`src/rtl/core/modexp_pkg.sv`:
```
// Shared types and constants for the modular exponentiation unit.
package modexp_pkg;

  localparam int unsigned ModulusReset = 23;

  typedef enum logic [0:0] {
    REG_MODULUS = 1'b0
  } reg_idx_t;

endpackage

```
`src/rtl/core/modular_exponentiation_unit.sv`:
```
// Top level of the modular exponentiation unit.
//
//  Channel | Ports                                   | Direction
//  --------+-----------------------------------------+----------
//  input   | in_valid, in_stall, in_base_value,      | in
//          | in_exponent                             |
//  result  | out_valid, out_stall, out_power_result  | out
//  config  | psel, penable, pwrite, paddr, pwdata... | in/out
//
// One beat is worked on at a time. The base is first reduced by a multiply by
// one, then each exponent bit costs up to two modular products, each worked
// bit by bit in the two-cell doubling/adding chain. Reset is synchronous and
// active low and sets the modulus to 23. A finished result is held in the output
// register while out_stall is high; the next input beat is accepted as soon as
// that register is free or leaving.
module modular_exponentiation_unit
  import modexp_pkg::*;
#(
  parameter int WIDTH = 32
) (
  input  logic             clk,
  input  logic             rst_n,
  input  logic             in_valid,
  output logic             in_stall,
  input  logic [WIDTH-1:0] in_base_value,
  input  logic [WIDTH-1:0] in_exponent,
  output logic             out_valid,
  input  logic             out_stall,
  output logic [WIDTH-1:0] out_power_result,
  input  logic             psel,
  input  logic             penable,
  input  logic             pwrite,
  input  logic [1:0]       paddr,
  input  logic [31:0]      pwdata,
  output logic [31:0]      prdata,
  output logic             pready
);

  typedef enum logic [2:0] {S_IDLE, S_RED, S_MUL, S_SQR, S_NEXT} state_t;

  state_t           state_r;
  logic [WIDTH-1:0] mod_r, base_r, acc_r, exp_r, out_r;
  logic             out_valid_r;
  logic             mm_start;
  logic [WIDTH-1:0] mm_x, mm_y;
  logic             mm_done;
  logic [WIDTH-1:0] mm_prod;
  logic             accept, busy;
  logic             out_free;
  logic             out_load;
  logic             wr_en;
  logic [WIDTH-1:0] wdata_ext;

  assign pready   = 1'b1;
  assign wr_en    = psel && penable && pwrite && (paddr[1:0] == 2'(REG_MODULUS));
  assign wdata_ext = WIDTH'(pwdata);
  assign prdata   = 32'(mod_r);

  assign busy     = (state_r != S_IDLE);
  assign out_free = !out_valid_r || !out_stall;
  assign in_stall = busy || !out_free;
  assign accept   = in_valid && !in_stall;

  // A new result enters the output register at this edge.
  assign out_load = (accept && mod_r < WIDTH'(2)) ||
                    (state_r == S_NEXT && exp_r == '0 && out_free);

  assign out_valid        = out_valid_r;
  assign out_power_result = out_r;

  // Operand selection: reduction multiplies one by the base, so the base is
  // scanned bit by bit and every partial sum stays below the modulus.
  always_comb begin
    mm_x = base_r;
    mm_y = base_r;
    unique case (state_r)
      S_RED:   mm_x = WIDTH'(1);
      S_MUL:   mm_x = acc_r;
      default: mm_y = base_r;
    endcase
  end

  always_ff @(posedge clk) begin
    if (!rst_n) begin
      mod_r <= WIDTH'(ModulusReset);
    end else if (wr_en) begin
      mod_r <= wdata_ext;
    end
  end

  modexp_mulmod #(.WIDTH(WIDTH)) u_mul (
    .clk(clk), .rst_n(rst_n), .start(mm_start), .x_in(mm_x), .y_in(mm_y),
    .mod_in(mod_r), .done_r(mm_done), .prod_r(mm_prod)
  );

  logic issued_r;
  assign mm_start = (state_r == S_RED || state_r == S_MUL || state_r == S_SQR) && !issued_r;

  always_ff @(posedge clk) begin
    if (!rst_n) begin
      state_r     <= S_IDLE;
      out_valid_r <= 1'b0;
      issued_r    <= 1'b0;
    end else begin
      if (out_valid_r && !out_stall && !out_load) out_valid_r <= 1'b0;
      if (mm_start) issued_r <= 1'b1;
      unique case (state_r)
        S_IDLE: if (accept) begin
          base_r <= in_base_value;
          exp_r  <= in_exponent;
          acc_r  <= WIDTH'(1);
          if (mod_r < WIDTH'(2)) begin
            out_r       <= '0;
            out_valid_r <= 1'b1;
          end else begin
            state_r <= S_RED;
          end
        end
        S_RED: if (mm_done) begin
          base_r   <= mm_prod;
          issued_r <= 1'b0;
          state_r  <= S_NEXT;
        end
        S_MUL: if (mm_done) begin
          acc_r    <= mm_prod;
          issued_r <= 1'b0;
          state_r  <= S_SQR;
        end
        S_SQR: if (mm_done) begin
          base_r   <= mm_prod;
          exp_r    <= exp_r >> 1;
          issued_r <= 1'b0;
          state_r  <= S_NEXT;
        end
        S_NEXT: begin
          if (exp_r == '0) begin
            if (out_free) begin
              out_r       <= acc_r;
              out_valid_r <= 1'b1;
              state_r     <= S_IDLE;
            end
          end else if (exp_r[0]) begin
            state_r <= S_MUL;
          end else begin
            state_r <= S_SQR;
          end
        end
        default: state_r <= S_IDLE;
      endcase
    end
  end

  a_no_accept_busy: assert property (@(posedge clk) disable iff (!rst_n)
    busy |-> !accept) else $error("beat accepted while busy");
  a_out_held: assert property (@(posedge clk) disable iff (!rst_n)
    out_valid && out_stall |=> out_valid && $stable(out_power_result))
    else $error("stalled result changed");
  a_result_range: assert property (@(posedge clk) disable iff (!rst_n)
    $rose(out_valid) && mod_r >= WIDTH'(2) |-> out_power_result < mod_r)
    else $error("result not reduced");

endmodule

```
`src/rtl/core/modexp_cell.sv`:
```
// One cell of the modular reduction chain: subtracts the modulus when it fits.
module modexp_cell
  import modexp_pkg::*;
#(
  parameter int WIDTH = 32
) (
  input  logic             clk,
  input  logic [WIDTH:0]   val_in,
  input  logic [WIDTH-1:0] mod_in,
  output logic [WIDTH-1:0] val_r
);

  logic [WIDTH-1:0] val_nxt;

  // The incoming value is below twice the modulus, so one subtraction reduces it.
  always_comb begin
    if (val_in >= {1'b0, mod_in}) begin
      val_nxt = WIDTH'(val_in - {1'b0, mod_in});
    end else begin
      val_nxt = val_in[WIDTH-1:0];
    end
  end

  always_ff @(posedge clk) begin
    val_r <= val_nxt;
  end

endmodule

```
`src/rtl/core/modexp_mulmod.sv`:
```
// Bit-serial modular multiplier built from a doubling cell and an adding cell.
module modexp_mulmod
  import modexp_pkg::*;
#(
  parameter int WIDTH = 32
) (
  input  logic             clk,
  input  logic             rst_n,
  input  logic             start,
  input  logic [WIDTH-1:0] x_in,
  input  logic [WIDTH-1:0] y_in,
  input  logic [WIDTH-1:0] mod_in,
  output logic             done_r,
  output logic [WIDTH-1:0] prod_r
);

  localparam int CW = $clog2(WIDTH + 1);

  typedef enum logic [1:0] {S_IDLE, S_DBL, S_ADD} state_t;

  state_t           state_r, state_nxt;
  logic [CW-1:0]    cnt_r, cnt_nxt;
  logic [WIDTH-1:0] x_r, y_r;
  logic             done_nxt;
  logic [WIDTH-1:0] dbl_q, add_q;
  logic [WIDTH:0]   dbl_sum, add_sum;

  // The running product lives in the adding cell; the first step doubles zero.
  assign dbl_sum = (cnt_r == CW'(WIDTH)) ? '0 : ({1'b0, add_q} + {1'b0, add_q});
  assign add_sum = {1'b0, dbl_q} + (y_r[WIDTH-1] ? {1'b0, x_r} : '0);
  assign prod_r  = add_q;

  // Doubling cell feeds the adding cell; each step of the product runs through both cells in turn.
  modexp_cell #(.WIDTH(WIDTH)) u_dbl (.clk(clk), .val_in(dbl_sum), .mod_in(mod_in),
                                      .val_r(dbl_q));
  modexp_cell #(.WIDTH(WIDTH)) u_add (.clk(clk), .val_in(add_sum), .mod_in(mod_in),
                                      .val_r(add_q));

  always_comb begin
    state_nxt = state_r;
    cnt_nxt   = cnt_r;
    done_nxt  = 1'b0;
    unique case (state_r)
      S_IDLE: if (start) begin
        state_nxt = S_DBL;
        cnt_nxt   = CW'(WIDTH);
      end
      S_DBL: state_nxt = S_ADD;
      S_ADD: begin
        cnt_nxt = cnt_r - 1'b1;
        if (cnt_r == CW'(1)) begin
          state_nxt = S_IDLE;
          done_nxt  = 1'b1;
        end else begin
          state_nxt = S_DBL;
        end
      end
      default: state_nxt = S_IDLE;
    endcase
  end

  always_ff @(posedge clk) begin
    if (!rst_n) begin
      state_r <= S_IDLE;
      cnt_r   <= '0;
      done_r  <= 1'b0;
    end else begin
      state_r <= state_nxt;
      cnt_r   <= cnt_nxt;
      done_r  <= done_nxt;
    end
  end

  always_ff @(posedge clk) begin
    if (state_r == S_IDLE && start) begin
      x_r <= x_in;
      y_r <= y_in;
    end else if (state_r == S_ADD) begin
      y_r <= {y_r[WIDTH-2:0], 1'b0};
    end
  end

endmodule

```
`config.mk`:
```
export PLATFORM = sky130hd
export DESIGN_NAME = modular_exponentiation_unit
export DESIGN_NICKNAME = d
export VERILOG_FILES = /design/src/rtl/core/modexp_pkg.sv /design/src/rtl/core/modular_exponentiation_unit.sv /design/src/rtl/core/modexp_cell.sv /design/src/rtl/core/modexp_mulmod.sv
export SDC_FILE = /design/constraint.sdc
export NUM_CORES = 1
export LEC_CHECK = 0
export BUFFER_PORTS_ARGS = -buffer_cell sky130_fd_sc_hd__buf_2
export CAP_MARGIN = 20
export CORE_MARGIN = 8
export CORE_UTILIZATION = 37
export CTS_BUF_LIST = sky130_fd_sc_hd__clkbuf_8
export DETAILED_ROUTE_END_ITERATION = 10
export GPL_ROUTABILITY_DRIVEN = 0
export GPL_TIMING_DRIVEN = 0
export SYNTH_ARGS = -nofsm -noshare
export SYNTH_HDL_FRONTEND = slang
export SYNTH_HIERARCHICAL = 1
export SYNTH_SLANG_ARGS = --single-unit
export TNS_END_PERCENT = 100
```
`constraint.sdc`:
```
create_clock -name clk -period 8.2 [get_ports clk]
set_input_delay 0.41 -clock clk [delete_from_list [all_inputs] [get_ports clk]]
set_output_delay 0.41 -clock clk [all_outputs]
set_load 0.005 [all_outputs]
```
==> run_results.csv <==
group,metric,value,unit
cells_and_area,final_common_cell,"nand2_1",
grt,grt_usage,19.0,%
synth,synthTopCellsByArea,"edfxtp_1, dfxtp_1, nand2_1",
power,internal-power,5.13,mW
power,p_leak,8.54,nW
timing,fmax,159,MHz
placement,dp_slack,1.97,ns
synth,yosysSeqAreaShare,45.4,%
setup_path,start_kind,"register",
timing,setup_viol,0,
grt,top_usage_layer,"met2",
grt,use_met3,2.66,%
clocking,clk_pin_slew_worst_paths,0.06,ns
synth,synthesis.area,17500,sq um
cells_and_area,area_delta_synth_final,17.5,%
cells_and_area,fill_cells,4547,
timing,rsz0062_at_grt,"false",
grt,groute.layer.met2.usage,30.0,%
route,ant_nets,0,
placement,post-dp-hpwl,41900,microns
clocking,cts_tree,"done",
route,via_per_inst,5.31,
synth,synth_top_area_cell,"edfxtp_1",
synth,ys_seq_elements,302,
placement,place.port_buffers,170,
timing,fin_skew,0.0190,ns
route,dr.pass1.iters,5,
power,power_frac_seq,24.3,%
timing,period_share,76.5,%
synth,synth_ff_type,"edfxtp_1",
power,comb_power_share,62.5,%
grt,grt_overflow,0,
cells_and_area,stdcell_count,2788,
clocking,cts-root-buf,"clkbuf_8",
setup_path,slowest_stage,"edfxtp_1",
power,pwr-share-clk,13.2,%
setup_path,required,8.74,ns
grt,antenna_found_initial,3,
setup_path,cpLargestDelayFamily,"compound AO/OA/AOI/OAI gates",
grt,grt_pass1_wl,80200,microns
placement,dp.cells,2661,
route,first_iter_violations,1246,
cells_and_area,regArea,7970,sq um
timing,timing.setup.tns,0,ns
route,drc,0,
floorplan,die_area,54600,sq um
setup_path,worstPathCellList,"clkbuf_1, and2_1, ha_1, fa_1, a211oi_1, o211ai_1, and3_1, o21ai_1, a21oi_1, a22oi_1, xor2_1, ha_1, nand4b_1, nor2_1, and3_1, a31oi_1, o21ai_0, a21oi_1, buf_2, buf_4, nand2_1, o21ai_1",
cells_and_area,most-common-layout-cells,"nand2_1, edfxtp_1, buf_2",
placement,placed_area,19300,sq um
power,power_density,475,nW/um^2
timing,worst_pin_slew,0.993,ns
synth,synth_warnings,6,
clocking,clock_latency,0.63,ns
route,wire_per_inst,19.1,microns
cells_and_area,final_core_util,44.2,%
min_path,hold_path.class,"in2reg",
power,p_switching,4.66,mW
power,total_power,9.79,mW
synth,avgSynthCellArea,9.35,sq um
synth,synth_edf_count,192,
timing,slew_viol_final,0,
grt,grt_pass1_vias,14565,
floorplan,start_util,37.6,%
grt,grt_max_degree,42,
cells_and_area,multi_input_comb_area,8810,sq um
timing,whs,0.0548,ns
synth,yosys.cell_types.count,78,
status,status,"complete, no violations",
clocking,ctsHtreeMaxLevel,2,
setup_path,cpPeakStageDelay,0.54,ns
clocking,numCtsBuffers,51,
setup_path,crit_buf_inv,3,
timing,fin_ws,1.93,ns
floorplan,ioPinCount,172,
timing,maxSlewHeadroom,33.6,%
grt,grt_util_met1,25.9,%
synth,synth_top_area_share,32.9,%
floorplan,rows,79,
power,ir_drop,209,uV
power,netSwitchingFraction,47.6,%
cells_and_area,stdcell_area,20600,sq um
setup_path,cp_data_arrival_time,6.81,ns
setup_path,path_max_fanout,10,
route,vias,14798,
synth,netlist_instances,1876,
floorplan,chipWidth,234,microns
timing,period_needed,6.27,ns
floorplan,core_area,46700,sq um
clocking,cts_sinks,302,
flow_run,maxCapViolCount,0,
clocking,post_cts_buffers,0,
cells_and_area,drive_gt1_share,13.9,%
route,wl,53200,microns
clocking,ctsLongestPathBuffers,3,
setup_path,end_kind,"register",
timing,timing_hold_violations_final,0,
synth,async_reset_ff_share,0,%
setup_path,critPathKind,"reg2reg",
cells_and_area,layout.nets,2347,
floorplan,die_h,234,microns
clocking,ctsResizeCount,0,
-- metal layers --
metal / part of all wire [%] / vias up / routed length (microns)
li1: - / 7187 / -
met1: 45 / 6937 / 24100
met2: 44 / 574 / 23500
met3: 6.7 / 100 / 3560
met4: 3.8 / 0 / 2020
met5: 0 / - / 0
-- power by group through the flow --
| stage | combinational, mW | sequential [mW] | clock [mW] |
|---|---|---|---|
| finish | 6.12 | 2.38 | 1.29 |
| global route | 6.74 | 2.41 | 1.39 |
| CTS | 6.01 | 2.37 | 1.34 |
| detailed placement | 5.96 | 2.40 | 0 |
| global placement | 5.81 | 2.40 | 0 |
| floorplan | 4.54 | 2.26 | 0 |
-- flip-flops by register name, indices dropped and copies added (netlist names), named ones only --
name	cells
u_mul/u_add/val_r	32
exp_r	32
u_mul/u_dbl/val_r	32
base_r	32
prdata	32
state_r	3
acc_r	32
u_mul/cnt_r	6
u_mul/x_r	32
u_mul/y_r	32
out_valid	1
u_mul/state_r	2
u_mul/done_r	1
out_power_result	32
-- worst paths after layout --
kind	endpoint	cells past startpoint	start	slack (ns)
max	u_mul/u_add/val_r[26]$_DFF_P_	22	u_mul/y_r[31]$_DFFE_PP_	1.93
min	prdata[28]$_SDFFE_PN0P_	3	pwdata[28]	0.05
max reg2reg	u_mul/u_add/val_r[26]$_DFF_P_	22	u_mul/y_r[31]$_DFFE_PP_	1.93
min reg2reg	register	2	register	0.51
-- worst register-to-register path, stage by stage (launching register included) --
cell and delay, ns:
edfxtp_1 0.54, clkbuf_1 0.31, and2_1 0.24, ha_1 0.21
fa_1 0.43, a211oi_1 0.35, o211ai_1 0.18, and3_1 0.24
o21ai_1 0.37, a21oi_1 0.19, a22oi_1 0.27, xor2_1 0.32
ha_1 0.35, nand4b_1 0.26, nor2_1 0.10, and3_1 0.19
a31oi_1 0.34, o21ai_0 0.15, a21oi_1 0.37, buf_2 0.37
buf_4 0.26, nand2_1 0.08, o21ai_1 0.10
-- layout make-up --
class	instances	area share, %
plain buffers	93	2.02
inverters	105	1.91
repair buffers	210	6.25
diodes	2	0.0243
clock buffers	54	3.61
multi-input cells	1377	42.7
clock inverters	38	1.11
flip-flops and latches	302	38.7
well taps	607	3.69
-- kinds of logic after synthesis --
| kind of cell | count (synthesis) | synth area share (%) |
|---|---|---|
| other cells | 2 | 0.0428 |
| compound gates | 426 | 16.2 |
| flops | 302 | 45.4 |
| xor+xnor | 82 | 4.10 |
| simple gates | 720 | 19.4 |
| buf+inv | 198 | 4.61 |
| fa+ha+maj | 102 | 7.41 |
| mux | 44 | 2.81 |
-- what timing repair did --
item                                    CTS  global route
endpoints found under the setup margin    0             0
hold endpoints to repair                 33             0
hold buffers                             33             0
-- cells in the mapped netlist, types with 39 or more instances --
| library cell | n |
|---|---|
| inv_1 | 101 |
| o21ai_0 | 85 |
| and2_1 | 71 |
| dfxtp_1 | 110 |
| edfxtp_1 | 192 |
| nand2_1 | 377 |
| nor2_1 | 59 |
| nor2b_1 | 39 |
| xor2_1 | 39 |
| clkbuf_1 | 68 |
| and3_1 | 44 |
| xnor2_1 | 43 |
| a21oi_1 | 128 |
| ha_1 | 99 |
(Power assumes the default switching activity.)
